$ cat src/hw/rtl/jahm_pkg.sv
// ----------------------------------------------------------------------------
// jahm_pkg: shared types and constants of the jump airtime height meter
// Phase and sequencer codes, register indexes, field widths, the height
// scale factor and the mode code mapping.
// ----------------------------------------------------------------------------
package jahm_pkg;

    // Field widths
    localparam int unsigned TIME_W   = 32;
    localparam int unsigned DIST_W   = 13;
    localparam int unsigned AIR_W    = 16;
    localparam int unsigned HEIGHT_W = 21;
    localparam int unsigned CODE_W   = 32;
    localparam int unsigned CNT_W    = 4;
    localparam int unsigned MODE_W   = 3;
    localparam int unsigned CFG_W    = 32;
    localparam int unsigned CFG_IDX_W = 3;

    // Shift-add multiplier: multiplicand up to 32 bits, multiplier 16 bits
    localparam int unsigned MUL_A_W = 32;
    localparam int unsigned MUL_B_W = 16;
    localparam int unsigned MUL_P_W = MUL_A_W + MUL_B_W;
    localparam int unsigned MUL_STEP_W = $clog2(MUL_B_W);

    // Height = (air * air * HEIGHT_MUL) >> HEIGHT_SHIFT
    localparam logic [MUL_B_W-1:0] HEIGHT_MUL = 16'd8100;
    localparam int unsigned HEIGHT_SHIFT = 24;

    // Register reset values
    localparam logic [DIST_W-1:0] READY_ZONE_RST   = 13'd610;
    localparam logic [DIST_W-1:0] GONE_MARGIN_RST  = 13'd150;
    localparam logic [AIR_W-1:0]  MIN_AIRTIME_RST  = 16'd120;
    localparam logic [CNT_W-1:0]  STABLE_RST       = 4'd2;
    localparam logic [CODE_W-1:0] REMOTE_CODE_RST  = 32'hE916FF00;

    // Register indexes
    typedef enum logic [CFG_IDX_W-1:0] {
        CFG_READY_ZONE  = 3'd0,
        CFG_GONE_MARGIN = 3'd1,
        CFG_MIN_AIRTIME = 3'd2,
        CFG_STABLE      = 3'd3,
        CFG_REMOTE_CODE = 3'd4
    } cfg_idx_t;

    // Mode codes on the result word
    localparam logic [MODE_W-1:0] MODE_IDLE   = 3'd0;
    localparam logic [MODE_W-1:0] MODE_WAIT   = 3'd1;
    localparam logic [MODE_W-1:0] MODE_READY  = 3'd2;
    localparam logic [MODE_W-1:0] MODE_AIR    = 3'd3;
    localparam logic [MODE_W-1:0] MODE_RESULT = 3'd4;

    // Measurement phase
    typedef enum logic [4:0] {
        PH_IDLE   = 5'b00001,
        PH_WAIT   = 5'b00010,
        PH_READY  = 5'b00100,
        PH_AIR    = 5'b01000,
        PH_RESULT = 5'b10000
    } phase_t;

    // Top-level sequencer
    typedef enum logic [3:0] {
        SQ_IDLE   = 4'b0001,
        SQ_SQUARE = 4'b0010,
        SQ_SCALE  = 4'b0100,
        SQ_PUSH   = 4'b1000
    } seq_t;

    // Configuration as seen by the tracker
    typedef struct packed {
        logic [DIST_W-1:0] ready_zone;
        logic [DIST_W-1:0] gone_margin;
        logic [AIR_W-1:0]  min_airtime;
        logic [CNT_W-1:0]  stable;
        logic [CODE_W-1:0] remote_code;
    } cfg_t;

    // Per-word decision from the tracker
    typedef struct packed {
        logic [MODE_W-1:0] mode;
        logic              white;
        logic              green;
        logic              landed;
        logic              too_short;
        logic [AIR_W-1:0]  air;
        logic              need_height;
    } dec_t;

    // Multiplier status
    typedef struct packed {
        logic busy;
        logic done;
    } mul_stat_t;

    function automatic logic [MODE_W-1:0] phase_mode(input phase_t ph);
        logic [MODE_W-1:0] m;
        unique case (ph)
            PH_IDLE:   m = MODE_IDLE;
            PH_WAIT:   m = MODE_WAIT;
            PH_READY:  m = MODE_READY;
            PH_AIR:    m = MODE_AIR;
            PH_RESULT: m = MODE_RESULT;
            default:   m = MODE_IDLE;
        endcase
        return m;
    endfunction

endpackage

$ cat src/hw/rtl/jahm_mul.sv
// ----------------------------------------------------------------------------
// jahm_mul: shift-add multiplier
// One conditional add of the shifted multiplicand per cycle, one per
// multiplier bit; the full product is flagged by a one-cycle done pulse.
// ----------------------------------------------------------------------------
module jahm_mul (
    input  logic                             clk,
    input  logic                             rst_n,
    input  logic                             start,
    input  logic [jahm_pkg::MUL_A_W-1:0]     a,
    input  logic [jahm_pkg::MUL_B_W-1:0]     b,
    output logic [jahm_pkg::MUL_P_W-1:0]     product,
    output jahm_pkg::mul_stat_t              stat
);

    logic [jahm_pkg::MUL_P_W-1:0]    acc_reg, acc_next;
    logic [jahm_pkg::MUL_P_W-1:0]    mcand_reg, mcand_next;
    logic [jahm_pkg::MUL_B_W-1:0]    mplier_reg, mplier_next;
    logic [jahm_pkg::MUL_STEP_W-1:0] step_reg, step_next;
    logic                            busy_reg, busy_next;
    logic                            done_reg, done_next;

    localparam logic [jahm_pkg::MUL_STEP_W-1:0] LAST_STEP =
        jahm_pkg::MUL_STEP_W'(jahm_pkg::MUL_B_W - 1);

    // Load operands on start, then add and shift once per cycle
    always_comb
    begin
        acc_next    = acc_reg;
        mcand_next  = mcand_reg;
        mplier_next = mplier_reg;
        step_next   = step_reg;
        busy_next   = busy_reg;
        done_next   = 1'b0;
        if (busy_reg)
        begin
            if (mplier_reg[0])
            begin
                acc_next = acc_reg + mcand_reg;
            end
            mcand_next  = {mcand_reg[jahm_pkg::MUL_P_W-2:0], 1'b0};
            mplier_next = {1'b0, mplier_reg[jahm_pkg::MUL_B_W-1:1]};
            step_next   = step_reg + 1'b1;
            if (step_reg == LAST_STEP)
            begin
                busy_next = 1'b0;
                done_next = 1'b1;
            end
        end
        else if (start)
        begin
            acc_next    = '0;
            mcand_next  = {{jahm_pkg::MUL_B_W{1'b0}}, a};
            mplier_next = b;
            step_next   = '0;
            busy_next   = 1'b1;
        end
    end

    always_ff @(posedge clk or negedge rst_n)
    begin
        if (!rst_n)
        begin
            busy_reg <= 1'b0;
            done_reg <= 1'b0;
            step_reg <= '0;
        end
        else
        begin
            busy_reg <= busy_next;
            done_reg <= done_next;
            step_reg <= step_next;
        end
    end

    // Datapath needs no reset
    always_ff @(posedge clk)
    begin
        acc_reg    <= acc_next;
        mcand_reg  <= mcand_next;
        mplier_reg <= mplier_next;
    end

    assign product   = acc_reg;
    assign stat.busy = busy_reg;
    assign stat.done = done_reg;

endmodule

$ cat src/hw/rtl/jahm_track.sv
// ----------------------------------------------------------------------------
// jahm_track: measurement phase tracker
// Detects the start trigger, debounces zone samples and walks the phases
// from waiting through ready and in-air to result. Its state advances on
// each accepted word; the decision for that word is combinational.
// ----------------------------------------------------------------------------
module jahm_track (
    input  logic                              clk,
    input  logic                              rst_n,
    input  logic                              step,
    input  jahm_pkg::cfg_t                    cfg,
    input  logic [jahm_pkg::TIME_W-1:0]       time_ms,
    input  logic [jahm_pkg::DIST_W-1:0]       distance_mm,
    input  logic                              range_fail,
    input  logic                              button_level,
    input  logic                              remote_valid,
    input  logic [jahm_pkg::CODE_W-1:0]       remote_code,
    output jahm_pkg::dec_t                    dec
);

    jahm_pkg::phase_t              phase_reg, phase_next, phase_trig;
    logic [jahm_pkg::CNT_W-1:0]    agree_reg, agree_next, agree_inc;
    logic [jahm_pkg::TIME_W-1:0]   stamp_reg, stamp_next;
    logic                          btn_prev_reg, btn_prev_next;
    logic                          armed_reg, armed_next;
    logic                          white_reg, white_next;
    logic                          green_reg, green_next;

    logic                          pressed;
    logic                          remote_hit;
    logic                          in_zone;
    logic                          gone;
    logic [jahm_pkg::DIST_W:0]     gone_limit;
    logic                          agree_ok;
    logic                          agree_hit;
    logic [jahm_pkg::TIME_W-1:0]   dt;
    logic [jahm_pkg::AIR_W-1:0]    air;
    logic                          landed;
    logic                          too_short;

    // Button edge while armed, remote code match
    always_comb
    begin
        pressed    = armed_reg && btn_prev_reg && !button_level;
        armed_next = button_level ? 1'b1 : (pressed ? 1'b0 : armed_reg);
        btn_prev_next = button_level;
        remote_hit = remote_valid && (remote_code != '0) && (remote_code != '1) &&
                     (remote_code == cfg.remote_code);
    end

    // Zone classification of the sample
    always_comb
    begin
        gone_limit = {1'b0, cfg.ready_zone} + {1'b0, cfg.gone_margin};
        in_zone    = !range_fail && (distance_mm != '0) && (distance_mm <= cfg.ready_zone);
        gone       = range_fail || ({1'b0, distance_mm} > gone_limit);
    end

    // Airtime since takeoff, saturated
    always_comb
    begin
        dt        = time_ms - stamp_reg;
        air       = (dt[jahm_pkg::TIME_W-1:jahm_pkg::AIR_W] != '0) ? '1
                                                              : dt[jahm_pkg::AIR_W-1:0];
        too_short = dt < {{(jahm_pkg::TIME_W - jahm_pkg::AIR_W){1'b0}}, cfg.min_airtime};
    end

    // Trigger, then judge the sample in the resulting phase
    always_comb
    begin
        phase_trig = phase_reg;
        white_next = white_reg;
        green_next = green_reg;
        stamp_next = stamp_reg;
        landed     = 1'b0;
        if ((pressed || remote_hit) &&
            (phase_reg == jahm_pkg::PH_IDLE || phase_reg == jahm_pkg::PH_RESULT))
        begin
            phase_trig = jahm_pkg::PH_WAIT;
            white_next = 1'b1;
            green_next = 1'b0;
        end
        phase_next = phase_trig;

        unique case (phase_trig)
            jahm_pkg::PH_WAIT:  agree_ok = in_zone;
            jahm_pkg::PH_READY: agree_ok = gone;
            jahm_pkg::PH_AIR:   agree_ok = in_zone;
            default:            agree_ok = 1'b0;
        endcase

        // Count agreeing samples, saturating at the counter top
        agree_inc = (agree_reg != '1) ? agree_reg + 1'b1 : agree_reg;
        agree_hit = 1'b0;
        agree_next = agree_reg;
        if (phase_trig == jahm_pkg::PH_WAIT || phase_trig == jahm_pkg::PH_READY ||
            phase_trig == jahm_pkg::PH_AIR)
        begin
            if (!agree_ok)
            begin
                agree_next = '0;
            end
            else if (agree_inc >= cfg.stable)
            begin
                agree_next = '0;
                agree_hit  = 1'b1;
            end
            else
            begin
                agree_next = agree_inc;
            end
        end

        if (agree_hit)
        begin
            unique case (phase_trig)
                jahm_pkg::PH_WAIT:
                begin
                    phase_next = jahm_pkg::PH_READY;
                    white_next = 1'b0;
                    green_next = 1'b1;
                end
                jahm_pkg::PH_READY:
                begin
                    phase_next = jahm_pkg::PH_AIR;
                    stamp_next = time_ms;
                    white_next = 1'b0;
                    green_next = 1'b1;
                end
                jahm_pkg::PH_AIR:
                begin
                    phase_next = jahm_pkg::PH_RESULT;
                    white_next = 1'b0;
                    green_next = 1'b0;
                    landed     = 1'b1;
                end
                default:
                begin
                    phase_next = phase_trig;
                end
            endcase
        end
    end

    // Decision word for this sample
    always_comb
    begin
        dec.mode        = jahm_pkg::phase_mode(phase_next);
        dec.white       = white_next;
        dec.green       = green_next;
        dec.landed      = landed;
        dec.too_short   = landed && too_short;
        dec.air         = landed ? air : '0;
        dec.need_height = landed && !too_short;
    end

    always_ff @(posedge clk or negedge rst_n)
    begin
        if (!rst_n)
        begin
            phase_reg    <= jahm_pkg::PH_IDLE;
            agree_reg    <= '0;
            stamp_reg    <= '0;
            btn_prev_reg <= 1'b1;
            armed_reg    <= 1'b1;
            white_reg    <= 1'b0;
            green_reg    <= 1'b0;
        end
        else if (step)
        begin
            phase_reg    <= phase_next;
            agree_reg    <= agree_next;
            stamp_reg    <= stamp_next;
            btn_prev_reg <= btn_prev_next;
            armed_reg    <= armed_next;
            white_reg    <= white_next;
            green_reg    <= green_next;
        end
    end

endmodule

$ cat src/hw/rtl/jump_airtime_height_meter.sv
// ----------------------------------------------------------------------------
// jump_airtime_height_meter: jump airtime and height meter
// Each input word is one sensor tick; each yields one result word.
// ----------------------------------------------------------------------------
// One input word produces one result word. A word whose tick confirms a
// valid landing has its height (airtime squared times 8100, shifted right
// by 24) run through one shared shift-add multiplier twice, 16 add-shift
// steps each, and then moves into the output register; any other word
// moves there directly. Either way the word waits while the output
// register stays full. in_stall stays high from acceptance until the
// result is moved into the output register, which may still be waiting
// to be taken while the next word is accepted.
module jump_airtime_height_meter (
    input  logic                              clk,
    input  logic                              rst_n,
    // Configuration write port
    input  logic                              cfg_we,
    input  logic [jahm_pkg::CFG_IDX_W-1:0]    cfg_index,
    input  logic [jahm_pkg::CFG_W-1:0]        cfg_data,
    // Input channel
    input  logic                              in_valid,
    output logic                              in_stall,
    input  logic [jahm_pkg::TIME_W-1:0]       time_ms,
    input  logic [jahm_pkg::DIST_W-1:0]       distance_mm,
    input  logic                              range_fail,
    input  logic                              button_level,
    input  logic                              remote_valid,
    input  logic [jahm_pkg::CODE_W-1:0]       remote_code,
    // Output channel
    output logic                              out_valid,
    input  logic                              out_stall,
    output logic [jahm_pkg::MODE_W-1:0]       mode,
    output logic                              wait_lamp,
    output logic                              active_lamp,
    output logic                              landed,
    output logic                              too_short,
    output logic [jahm_pkg::AIR_W-1:0]        airtime_ms,
    output logic [jahm_pkg::HEIGHT_W-1:0]     height_tenths_in
);

    jahm_pkg::cfg_t                  cfg_reg;
    jahm_pkg::seq_t                  seq_reg, seq_next;
    jahm_pkg::dec_t                  dec;
    jahm_pkg::dec_t                  pend_reg, pend_next;
    logic [jahm_pkg::HEIGHT_W-1:0]   pend_height_reg, pend_height_next;

    logic                            in_take;
    logic                            out_free;

    logic                            mul_start;
    logic [jahm_pkg::MUL_A_W-1:0]    mul_a;
    logic [jahm_pkg::MUL_B_W-1:0]    mul_b;
    logic [jahm_pkg::MUL_P_W-1:0]    mul_p;
    jahm_pkg::mul_stat_t             mul_stat;

    logic                            out_valid_reg, out_valid_next;
    jahm_pkg::dec_t                  out_reg, out_next;
    logic [jahm_pkg::HEIGHT_W-1:0]   out_height_reg, out_height_next;

    // Configuration registers
    always_ff @(posedge clk or negedge rst_n)
    begin
        if (!rst_n)
        begin
            cfg_reg.ready_zone  <= jahm_pkg::READY_ZONE_RST;
            cfg_reg.gone_margin <= jahm_pkg::GONE_MARGIN_RST;
            cfg_reg.min_airtime <= jahm_pkg::MIN_AIRTIME_RST;
            cfg_reg.stable      <= jahm_pkg::STABLE_RST;
            cfg_reg.remote_code <= jahm_pkg::REMOTE_CODE_RST;
        end
        else if (cfg_we)
        begin
            case (cfg_index)
                jahm_pkg::CFG_READY_ZONE:
                    cfg_reg.ready_zone  <= cfg_data[jahm_pkg::DIST_W-1:0];
                jahm_pkg::CFG_GONE_MARGIN:
                    cfg_reg.gone_margin <= cfg_data[jahm_pkg::DIST_W-1:0];
                jahm_pkg::CFG_MIN_AIRTIME:
                    cfg_reg.min_airtime <= cfg_data[jahm_pkg::AIR_W-1:0];
                jahm_pkg::CFG_STABLE:
                    cfg_reg.stable      <= cfg_data[jahm_pkg::CNT_W-1:0];
                jahm_pkg::CFG_REMOTE_CODE:
                    cfg_reg.remote_code <= cfg_data[jahm_pkg::CODE_W-1:0];
                default:
                    cfg_reg <= cfg_reg;
            endcase
        end
    end

    assign in_stall = (seq_reg != jahm_pkg::SQ_IDLE);
    assign in_take  = in_valid && !in_stall;
    assign out_free = !out_valid_reg || !out_stall;

    jahm_track u_track (
        .clk          (clk),
        .rst_n        (rst_n),
        .step         (in_take),
        .cfg          (cfg_reg),
        .time_ms      (time_ms),
        .distance_mm  (distance_mm),
        .range_fail   (range_fail),
        .button_level (button_level),
        .remote_valid (remote_valid),
        .remote_code  (remote_code),
        .dec          (dec)
    );

    jahm_mul u_mul (
        .clk     (clk),
        .rst_n   (rst_n),
        .start   (mul_start),
        .a       (mul_a),
        .b       (mul_b),
        .product (mul_p),
        .stat    (mul_stat)
    );

    // Sequencer: accept, square, scale, push
    always_comb
    begin
        seq_next         = seq_reg;
        pend_next        = pend_reg;
        pend_height_next = pend_height_reg;
        mul_start        = 1'b0;
        mul_a            = '0;
        mul_b            = '0;
        out_valid_next   = out_valid_reg && out_stall;
        out_next         = out_reg;
        out_height_next  = out_height_reg;

        unique case (seq_reg)
            jahm_pkg::SQ_IDLE:
            begin
                if (in_take)
                begin
                    pend_next        = dec;
                    pend_height_next = '0;
                    if (dec.need_height)
                    begin
                        mul_start = 1'b1;
                        mul_a     = {{(jahm_pkg::MUL_A_W - jahm_pkg::AIR_W){1'b0}}, dec.air};
                        mul_b     = dec.air;
                        seq_next  = jahm_pkg::SQ_SQUARE;
                    end
                    else
                    begin
                        seq_next = jahm_pkg::SQ_PUSH;
                    end
                end
            end
            jahm_pkg::SQ_SQUARE:
            begin
                // Square fits in 32 bits; scale it next
                if (mul_stat.done)
                begin
                    mul_start = 1'b1;
                    mul_a     = mul_p[jahm_pkg::MUL_A_W-1:0];
                    mul_b     = jahm_pkg::HEIGHT_MUL;
                    seq_next  = jahm_pkg::SQ_SCALE;
                end
            end
            jahm_pkg::SQ_SCALE:
            begin
                if (mul_stat.done)
                begin
                    pend_height_next =
                        mul_p[jahm_pkg::HEIGHT_SHIFT +: jahm_pkg::HEIGHT_W];
                    seq_next = jahm_pkg::SQ_PUSH;
                end
            end
            jahm_pkg::SQ_PUSH:
            begin
                // Move the word into the output register once it is free
                if (out_free)
                begin
                    out_valid_next  = 1'b1;
                    out_next        = pend_reg;
                    out_height_next = pend_height_reg;
                    seq_next        = jahm_pkg::SQ_IDLE;
                end
            end
            default:
            begin
                seq_next = jahm_pkg::SQ_IDLE;
            end
        endcase
    end

    always_ff @(posedge clk or negedge rst_n)
    begin
        if (!rst_n)
        begin
            seq_reg       <= jahm_pkg::SQ_IDLE;
            out_valid_reg <= 1'b0;
        end
        else
        begin
            seq_reg       <= seq_next;
            out_valid_reg <= out_valid_next;
        end
    end

    // Payload registers need no reset
    always_ff @(posedge clk)
    begin
        pend_reg        <= pend_next;
        pend_height_reg <= pend_height_next;
        out_reg         <= out_next;
        out_height_reg  <= out_height_next;
    end

    assign out_valid        = out_valid_reg;
    assign mode             = out_reg.mode;
    assign wait_lamp        = out_reg.white;
    assign active_lamp      = out_reg.green;
    assign landed           = out_reg.landed;
    assign too_short        = out_reg.too_short;
    assign airtime_ms       = out_reg.air;
    assign height_tenths_in = out_height_reg;

`ifndef SYNTHESIS
    // An accepted word always keeps the input side closed for the next cycle
    assert property (@(posedge clk) disable iff (!rst_n)
        in_valid && !in_stall |=> in_stall)
        else $error("input accepted while a word is still in work");

    // Multiplier finishes only while the sequencer waits for it
    assert property (@(posedge clk) disable iff (!rst_n)
        mul_stat.done |-> (seq_reg == jahm_pkg::SQ_SQUARE || seq_reg == jahm_pkg::SQ_SCALE))
        else $error("multiplier result with no consumer");

    // A short jump reports no height
    assert property (@(posedge clk) disable iff (!rst_n)
        out_valid && too_short |-> height_tenths_in == '0 && landed)
        else $error("too short result carries a height");

    // No airtime unless landed
    assert property (@(posedge clk) disable iff (!rst_n)
        out_valid && !landed |-> airtime_ms == '0 && height_tenths_in == '0)
        else $error("measurement fields set without landing");
`endif

endmodule

$ cat config.mk
export PLATFORM = sky130hd
export DESIGN_NAME = jump_airtime_height_meter
export DESIGN_NICKNAME = d
export VERILOG_FILES = /design/src/hw/rtl/jahm_pkg.sv /design/src/hw/rtl/jahm_mul.sv /design/src/hw/rtl/jahm_track.sv /design/src/hw/rtl/jump_airtime_height_meter.sv
export SDC_FILE = /design/constraint.sdc
export NUM_CORES = 1
export LEC_CHECK = 0
export ABC_AREA = 0
export BUFFER_PORTS_ARGS = -buffer_cell sky130_fd_sc_hd__clkbuf_2
export CAP_MARGIN = 10
export CORE_ASPECT_RATIO = 0.6
export CORE_MARGIN = 2
export CORE_UTILIZATION = 55
export DETAILED_ROUTE_END_ITERATION = 6
export GPL_TIMING_DRIVEN = 0
export PLACE_DENSITY = 0.77
export SLEW_MARGIN = 25
export SYNTH_ARGS = -nofsm -noshare
export SYNTH_HDL_FRONTEND = slang
export SYNTH_SLANG_ARGS = --single-unit
$ cat constraint.sdc
create_clock -name clk -period 11.85 [get_ports clk]
set_input_delay 1.185 -clock clk [delete_from_list [all_inputs] [get_ports clk]]
set_output_delay 1.185 -clock clk [all_outputs]
set_load 0.02 [all_outputs]
==> results.md, run 1 <==
- Result of the run: finished clean
- Cells after Synth: 1847
- Worst R2R Setup Slack: 5.58 ns
- Kind of capture point of the worst setup path: flip-flop
- Resized Gates After CTS: 0
- Gr ovfl total: 0
- Number of cells on the worst reg-to-reg path: 20
- Number of hold buffers added after cts: 0
- Cell types occupying the most area after synthesis: edfxtp_1 (30%), dfrtp_1 (13%), ha_1 (8.9%)
- Power density over cell area: 150 mW/mm2
- Total core area: 0.0339 mm2
- Final-report setup violation count: 0
- Area share of the largest cell type after synthesis: 30.3%
- IR drop worst, VDD: 0.000130 V
- RSZ-0062 raised after global routing: false
- Final net count: 2310
- Clock tree from TritonCTS: yes
- Lkg Pwr: 0.00932 uW
- Wire length of the first global-routing pass: 78900 um
- Tmin final: 6.56 ns
- DRC: 0
- DRT Wirelength: 49600 um
- Origin of the critical flop-to-flop path: u_track.stamp_reg[2]$_DFFE_PN0P_
- Seq cells post-synth: 328
- Setup skew after layout: 0.0175 ns
- Worst-Margin Slew: 1.12 ns
- Critical Path Fanout Max: 7
- Area used by multi-input combinational logic: 0.00925 mm2
- Antenna Violating Nets Remaining: 0
- EDFF count, synth: 192
- Aggregate negative setup slack: 0 ns
- Number of global-route vias before repair: 14500
- Count of yosys warnings during synthesis: 0
- Share of async-settable or async-resettable flops after synthesis: 40.9%
- Number of top-level pins: 166
- Peak clock frequency supported by timing: 152 MHz
- Starting DRC count in detailed routing: 1762
- Post-CTS Setup Bufs: 0
- Master cell of the clock root buffer: clkbuf_16
- Data required, critical path: 12.35 ns
- Number of maximum-capacitance constraint violations: 0
- Max reg flops: 78
- Worst hold slack across all endpoints: 0.410 ns
- Worst path arrival time: 7.06 ns
- Maximum buffer depth of the clock tree: 3
- Area of the die: 0.0362 mm2
- Starting Density: 56.2%
- Clk pin slew, worst setup/hold paths: 0.07 ns
- Critical Path Source Type: input port
- Largest net degree at the start of global routing: 89
- Number of pins exceeding their max-slew limit in the final report: 0
- Count of vias placed by the detailed router: 15200
- Capture point of the critical path: u_mul.step_reg[2]$_DFFE_PN0P_
- Clk_lat worst skew: 0.60 ns
- Gr usage total: 27.5%
- Number of cell rows: 52
- Placed wire-length estimate: 37800 um
- FF/Latch Area: 0.00920 mm2
- Overall die height: 148 um
- Category of the most critical setup path: input port to flip-flop
- Pre-antenna DRT Iters: 5
- Normalized max-slew margin: 24.3%
- Final core utilization: 64.2%
- Final weighted congestion in routability-driven placement: 0.976
- Critical Path Start: time_ms[2]
- Layout Area Growth over Synthesis: 14.2%
- Leading area contributor after synthesis: edfxtp_1
- Ys flop type: edfxtp_1
- Mapped Nets: 2105
- Die Span X: 244 um
- Post-Syn Area per Cell: 10.3 um2
- Number of buffers created by CTS: 31
- Layout cell share with drive strength beyond 1: 17.6%
- Vias per std cell: 6.01
- Sequential fraction of the synthesis area: 48.3%
- Routed wire length per instance: 19.5 um
- Fin. Hold Viols: 0
- Worst reg2reg path endpoint: u_mul.step_reg[2]$_DFFE_PN0P_
- Yosys cell types: 79
- Number of antenna violations at the first check in global routing: 2
- Number of fill cells in the layout: 2763
- Htree depth: 1
- Area of the mapped netlist: 0.0191 mm2
- Worst min-delay path class: flip-flop to flip-flop
- Port Buffers: 165
- Tcrit/Tclk final: 55.3%
- CTS sink count: 328
-- per-stage QoR --
stage               area (um2)  setup slack [ns]  total power [uW]  cells
floorplan                19100              5.14              1950   1847
global placement         20500              2.83              2150   2471
detailed placement       20700              5.06              2220   2478
CTS                      21800              5.61              3260   2536
global route             21800              5.13              3400   2537
finish                   21800              5.29              3260   2537
-- Yosys cell counts (all sizes together) (4+ instances only) --
cell type  number
nand3          39
or2             5
clkbuf         51
o21ai         122
dfrtp         101
nor2          143
a21oi         125
inv           116
nand2b         18
o21bai          8
xor2           60
nand4          30
mux2           83
a211o           6
nor3           22
ha            135
or3             8
a31o            6
nor3b           7
or4             7
xnor2          41
nor2b          13
and3           21
o31ai          14
o211ai         11
o21a            9
and2           47
a2111oi         4
mux2i           7
o41ai           5
edfxtp        192
a21o           51
dfstp          33
and4            7
buf             4
a211oi         16
nor4           22
a311oi          4
a31oi          12
nand2         189
a21boi          4
-- worst max-delay path, cell delays in order --
cell      delay [ns]
clkbuf_2        0.09
ha_1            0.38
o211ai_1        0.13
a21oi_1         0.36
o21ai_0         0.19
a21oi_1         0.21
o21a_1          0.17
o21ai_0         0.07
nor2b_1         0.16
xnor2_1         0.43
ha_1            0.35
a21o_1          0.18
a21o_1          0.19
a21oi_1         0.18
o21ai_0         0.14
nand2b_1        0.43
or4b_2          0.77
nor4_1          0.64
o21ai_0         0.48
o31ai_1         0.32
-- per-layer routing --
metal	wire length [um]	up-vias	part of all wire, %	global-route usage (%)
met2	19600	709	40	38.1
met3	4770	76	9.6	5.72
met1	24100	7317	49	43.8
met5	13	-	0.026	0
li1	-	7142	-	-
met4	1060	2	2.1	6.31
-- layout by cell type (no fill, tap or decap), drive strengths merged, types with 30 or more instances in the layout --
cell      n
xor2     60
xnor2    41
nand3    39
dfrtp   101
and2     47
inv     119
nand4    30
mux2     83
nand2   189
a21oi   125
clkbuf  252
nor2    143
dfstp    33
o21ai   122
ha      135
a21o     51
edfxtp  192
-- report_power, final --
| group | switching [uW] | internal [uW] |
|---|---|---|
| Combinational | 430 | 272 |
| Sequential | 79.5 | 1430 |
| Clock | 457 | 592 |
-- worst min path at each step --
stage	startpoint	endpoint	slack (ns)	depth (start not counted)
6_report	pend_height_reg[4]$_SDFFCE_PN0P_	height_tenths_in[4]$_DFFE_PP_	0.41	0
5_1_grt	pend_height_reg[4]$_SDFFCE_PN0P_	height_tenths_in[4]$_DFFE_PP_	0.42	0
4_1_cts	pend_height_reg[4]$_SDFFCE_PN0P_	height_tenths_in[4]$_DFFE_PP_	0.41	0
3_5_place_dp	pend_height_reg[19]$_SDFFCE_PN0P_	height_tenths_in[19]$_DFFE_PP_	0.40	0
3_3_place_gp	pend_height_reg[16]$_SDFFCE_PN0P_	height_tenths_in[16]$_DFFE_PP_	0.40	0
2_1_floorplan	pend_reg[19]$_DFFE_PP_	active_lamp$_DFFE_PP_	0.40	0
-- cell families (layout without fill, tap and decap cells) --
family          Yosys count  after routing  synth area share (%)
buf+inv                 172            402                  3.44
mux                      90             90                  5.27
fa+ha+maj               138            138                  9.18
simple gates            587            587                  14.9
other cells               0              1                     0
xor+xnor                101            101                  4.64
flops                   328            328                  48.3
compound gates          431            431                  14.3
-- layout make-up --
type / count / share of cell area, %
multi-input combinational: 1347 / 42.5
sequential: 328 / 42.3
timing repair buffer: 172 / 4.72
clock buffer: 36 / 3.65
tap: 459 / 2.64
inverter: 117 / 2.02
clock inverter: 22 / 1.18
buffer: 55 / 0.995
antenna: 1 / 0.0115
(Power assumes the default switching activity.)
==> run 2, diff against run 1 <==
--- a/config.mk
+++ b/config.mk
@@ -5,7 +5,7 @@
 export SDC_FILE = /design/constraint.sdc
 export NUM_CORES = 1
 export LEC_CHECK = 0
-export ABC_AREA = 0
+export ABC_AREA = 1
 export BUFFER_PORTS_ARGS = -buffer_cell sky130_fd_sc_hd__clkbuf_2
 export CAP_MARGIN = 10
 export CORE_ASPECT_RATIO = 0.6
@@ -13,7 +13,7 @@
 export CORE_UTILIZATION = 55
 export DETAILED_ROUTE_END_ITERATION = 6
 export GPL_TIMING_DRIVEN = 0
-export PLACE_DENSITY = 0.77
+export PLACE_DENSITY = 0.8
 export SLEW_MARGIN = 25
 export SYNTH_ARGS = -nofsm -noshare
 export SYNTH_HDL_FRONTEND = slang
==> constraint.sdc (replaced) <==
create_clock -name clk -period 5.9 [get_ports clk]
set_input_delay 0.59 -clock clk [delete_from_list [all_inputs] [get_ports clk]]
set_output_delay 0.59 -clock clk [all_outputs]
set_load 0.02 [all_outputs]
==> run 2 against run 1 <==
Net effect:
- sequential cell count did not move
- critical path type is now flip-flop to flip-flop
- clock skew barely moved
- cell area rose by 4.9%
- via count rose by 20%
==> results.md, run 2 <==
- Final core utilization: 63.0% (was 64.2%)
- Total inserted antenna cells: 0 (was 1)
- Die Span X: 251 um (was 244 um)
- Aggregate negative setup slack: 0 ns (unchanged)
- Commonest cells post-synth: nand2_1 (715), inv_1 (355), nor2_1 (242), edfxtp_1 (192) (was edfxtp_1 (192), nand2_1 (189), nor2_1 (143), ha_1 (135), a21oi_1 (124))
- EDFF count, synth: 192 (unchanged)
- Kind of capture point of the worst setup path: flip-flop (unchanged)
- RSZ-0062 raised after global routing: false (unchanged)
- Wire length of the first global-routing pass: 89900 um (was 78900 um)
- Count of vias placed by the detailed router: 18200 (was 15200)
- Number of maximum-capacitance constraint violations: 0 (unchanged)
- Layout Area Growth over Synthesis: 13.5% (was 14.2%)
- Sequential fraction of the synthesis area: 45.7% (was 48.3%)
- Critical Path Fanout Max: 21 (was 7)
- Starting DRC count in detailed routing: 2190 (was 1762)
- Number of fill cells in the layout: 3086 (was 2763)
- Master cell of the clock root buffer: clkbuf_16 (unchanged)
- Final-report setup violation count: 0 (unchanged)
- Worst path arrival time: 5.76 ns (was 7.06 ns)
- Normalized max-slew margin: 37.7% (was 24.3%)
- Leading cell types in the layout, fill and taps excluded: nand2_1 (715), inv_1 (354), nor2_1 (241), edfxtp_1 (192), o21ai_0 (174) (was edfxtp_1 (192), nand2_1 (188), clkbuf_2 (164), nor2_1 (143), ha_1 (135))
- Number of cell rows: 54 (was 52)
- Maximum buffer depth of the clock tree: 3 (unchanged)
- CTS sink count: 328 (unchanged)
- CP top delay family: simple AND/OR/NAND/NOR gates (was compound AO/OA/AOI/OAI gates)
- Cells after Synth: 2537 (was 1847)
- Pre-antenna DRT Iters: 7 (was 5)
- Layout cell share with drive strength beyond 1: 11.9% (was 17.6%)
- Total core area: 0.0362 mm2 (was 0.0339 mm2)
- GRT Max-Usage Layer: met1 (unchanged)
- Area of the die: 0.0382 mm2 (was 0.0362 mm2)
- FF/Latch Area: 0.00920 mm2 (unchanged)
- DRC: 0 (unchanged)
- Routed wire length per instance: 17.5 um (was 19.5 um)
- Yosys cell types: 54 (was 79)
- Largest net degree at the start of global routing: 90 (was 89)
- Met1 layer usage reported by global route: 46.9% (was 43.8%)
- Crit. path cell count: 30 (was 20)
- Number of top-level pins: 166 (unchanged)
- Slowest stage cell on the critical path: dfrtp_1 (was or4b_2)
- Critical Path Source Type: flip-flop (was input port)
- IR drop worst, VDD: 0.000234 V (was 0.000130 V)
- Met3 Use GR: 7.26% (was 5.72%)
- Number of buffers created by CTS: 31 (unchanged)
- Seq cells post-synth: 328 (unchanged)
- Cell types occupying the most area after synthesis: edfxtp_1 (29%), nand2_1 (13%), dfrtp_1 (13%) (was edfxtp_1 (30%), dfrtp_1 (13%), ha_1 (8.9%))
- Clk_lat worst skew: 0.61 ns (was 0.60 ns)
- Number of global-route vias before repair: 16700 (was 14500)
- Share of async-settable or async-resettable flops after synthesis: 40.9% (unchanged)
- Starting Density: 55.6% (was 56.2%)
- Tcrit/Tclk final: 92.5%
- Placement Setup Slack: 0.00446 ns (was 5.06 ns)
- Setup skew after layout: 0.0176 ns (was 0.0175 ns)
- Number of antenna violations at the first check in global routing: 0 (was 2)
- Area share of the largest cell type after synthesis: 28.7% (was 30.3%)
- Worst min-delay path class: input port to flip-flop (was flip-flop to flip-flop)
- Data required, critical path: 6.20 ns (was 12.35 ns)
- Commonest non-fill, non-tap cell in the layout: nand2_1 (was edfxtp_1)
- Gr ovfl total: 0 (unchanged)
- Antenna Violating Nets Remaining: 0 (unchanged)
- Ys flop type: edfxtp_1 (unchanged)
- Number of cells on the worst reg-to-reg path: 30 (was 20)
- DRT Wirelength: 56900 um (was 49600 um)
- Top-count cell post-synth: nand2_1 (was edfxtp_1)
- Clk pin slew, worst setup/hold paths: 0.07 ns (about the same)
- Number of pins exceeding their max-slew limit in the final report: 0 (unchanged)
- Peak clock frequency supported by timing: 183 MHz
- Area of the mapped netlist: 0.0201 mm2 (was 0.0191 mm2)
- Number of instances on the worst hold path: 3 (was 0)
- Power, Total: 6490 uW (was 3260 uW)
- Max reg flops: 78 (unchanged)
- Global Route met2 Usage: 40.7% (was 38.1%)
- Htree depth: 1 (unchanged)
- Cell type with the highest occurrence count on the critical path: a21oi_1 (was o21ai_0)
- Overall die height: 152 um (was 148 um)
- Placed wire-length estimate: 44600 um (was 37800 um)
- Fin. Hold Viols: 0 (unchanged)
- Area used by multi-input combinational logic: 0.00936 mm2 (was 0.00925 mm2)
- Lkg Pwr: 0.0113 uW (was 0.00932 uW)
- Post-Syn Area per Cell: 7.93 um2 (was 10.3 um2)
- Final setup margin: 0.441 ns (was 5.29 ns)
- Buffers plus inverters on the worst setup path: 2 (was 1)
- Tmin final: 5.46 ns
- Power density over cell area: 284 mW/mm2 (was 150 mW/mm2)
- Count of yosys warnings during synthesis: 0 (unchanged)
- Result of the run: finished clean (unchanged)
- Worst hold slack across all endpoints: 0.203 ns (was 0.410 ns)
- Port Buffers: 165 (unchanged)
- Mapped Nets: 2795 (was 2105)
- Worst-Margin Slew: 0.932 ns (was 1.12 ns)
- Leading area contributor after synthesis: edfxtp_1 (unchanged)
- Gr usage total: 29.7% (was 27.5%)
- Vias per std cell: 5.62 (was 6.01)
- Final net count: 3001 (was 2310)
- Final weighted congestion in routability-driven placement: 0.989 (was 0.976)
- Longest individual stage delay on the worst path: 0.44 ns (was 0.77 ns)
- Clock tree from TritonCTS: yes (unchanged)
- Category of the most critical setup path: flip-flop to flip-flop (was input port to flip-flop)
==> run 2: cell types whose count changed after synthesis, moves of 17 or more <==
cell / previous run / this run
a21oi_1: 124 / 175
and2_1: 46 / 0
xnor2_1: 41 / 13
nand3_1: 39 / 120
mux2_2: 83 / 4
a21o_1: 51 / 2
nor2_1: 143 / 242
and3_1: 21 / 2
nor4_1: 21 / 4
nand2b_1: 18 / 0
nand2_1: 189 / 715
xor2_1: 60 / 24
inv_1: 116 / 355
o21ai_0: 118 / 175
==> run 2: cell families (layout without fill, tap and decap cells) <==
| group | Yosys count | in the layout | share of synthesized area, % |
|---|---|---|---|
| flops | 328 | 328 | 45.7 |
| fa+ha+maj | 138 | 138 | 8.69 |
| xor+xnor | 37 | 37 | 1.61 |
| mux | 4 | 4 | 0.224 |
| simple gates | 1175 | 1175 | 24.1 |
| buf+inv | 419 | 650 | 7.95 |
| compound gates | 436 | 436 | 11.7 |
==> run 2: final timing paths <==
check	from	end	slack [ns]
max	cfg_reg[65]$_DFFE_PN0P_	u_mul.product[16]$_SDFFCE_PN0P_	0.44
min in group asynchronous	rst_n	u_track.stamp_reg[30]$_DFFE_PN0P_	0.50
max in group asynchronous	rst_n	u_track.phase_reg[0]$_DFFE_PN1P_	4.59
min	button_level	u_track.armed_reg$_DFFE_PN1P_	0.20
min reg2reg	pend_reg[10]$_DFFE_PP_	airtime_ms[9]$_DFFE_PP_	0.41
max reg2reg	cfg_reg[65]$_DFFE_PN0P_	u_mul.product[16]$_SDFFCE_PN0P_	0.44
==> run 2: repair_timing <==
item                                    CTS  global route
endpoints found under the hold margin    36             0
pin swaps                                 1             0
hold buffers                              1             0
buffers inserted                          1             0
resized for setup                         0             4
endpoints found under the setup margin   21            92
==> run 2: layer usage <==
layer	vias up	routed length (um)
li1	8739	-
met1	8517	26900
met2	887	22300
met3	86	6440
met4	0	1230
met5	-	0
==> run 2: final cells by class <==
cell class,count,area share [%]
multi-input combinational,1790,41.0
sequential,328,40.3
inverter,372,6.15
timing repair buffer,173,4.37
clock buffer,35,3.46
tap,476,2.61
clock inverter,23,1.25
buffer,47,0.893
==> run 2: tightest hold or removal path: cells and delay by family <==
| family | cells | cell delay (ns) |
|---|---|---|
| buf+inv | 1 | 0.09 |
| simple gates | 2 | 0.13 |
==> run 2: power by group <==
group | total (uW) | internal, uW | leakage (uW) | switching (uW)
clock | 2150 | 1230 | 0.000519 | 917
sequential | 3020 | 2860 | 0.00347 | 156
combinational | 1330 | 428 | 0.00726 | 897
total | 6490 | 4520 | 0.0113 | 1970
==> run 2: through the flow <==
step           instance area, um2  cells
2_1_floorplan               20100   2537
3_3_place_gp                21500   3178
3_5_place_dp                21700   3184
4_1_cts                     22800   3244
5_1_grt                     22800   3244
6_report                    22800   3244
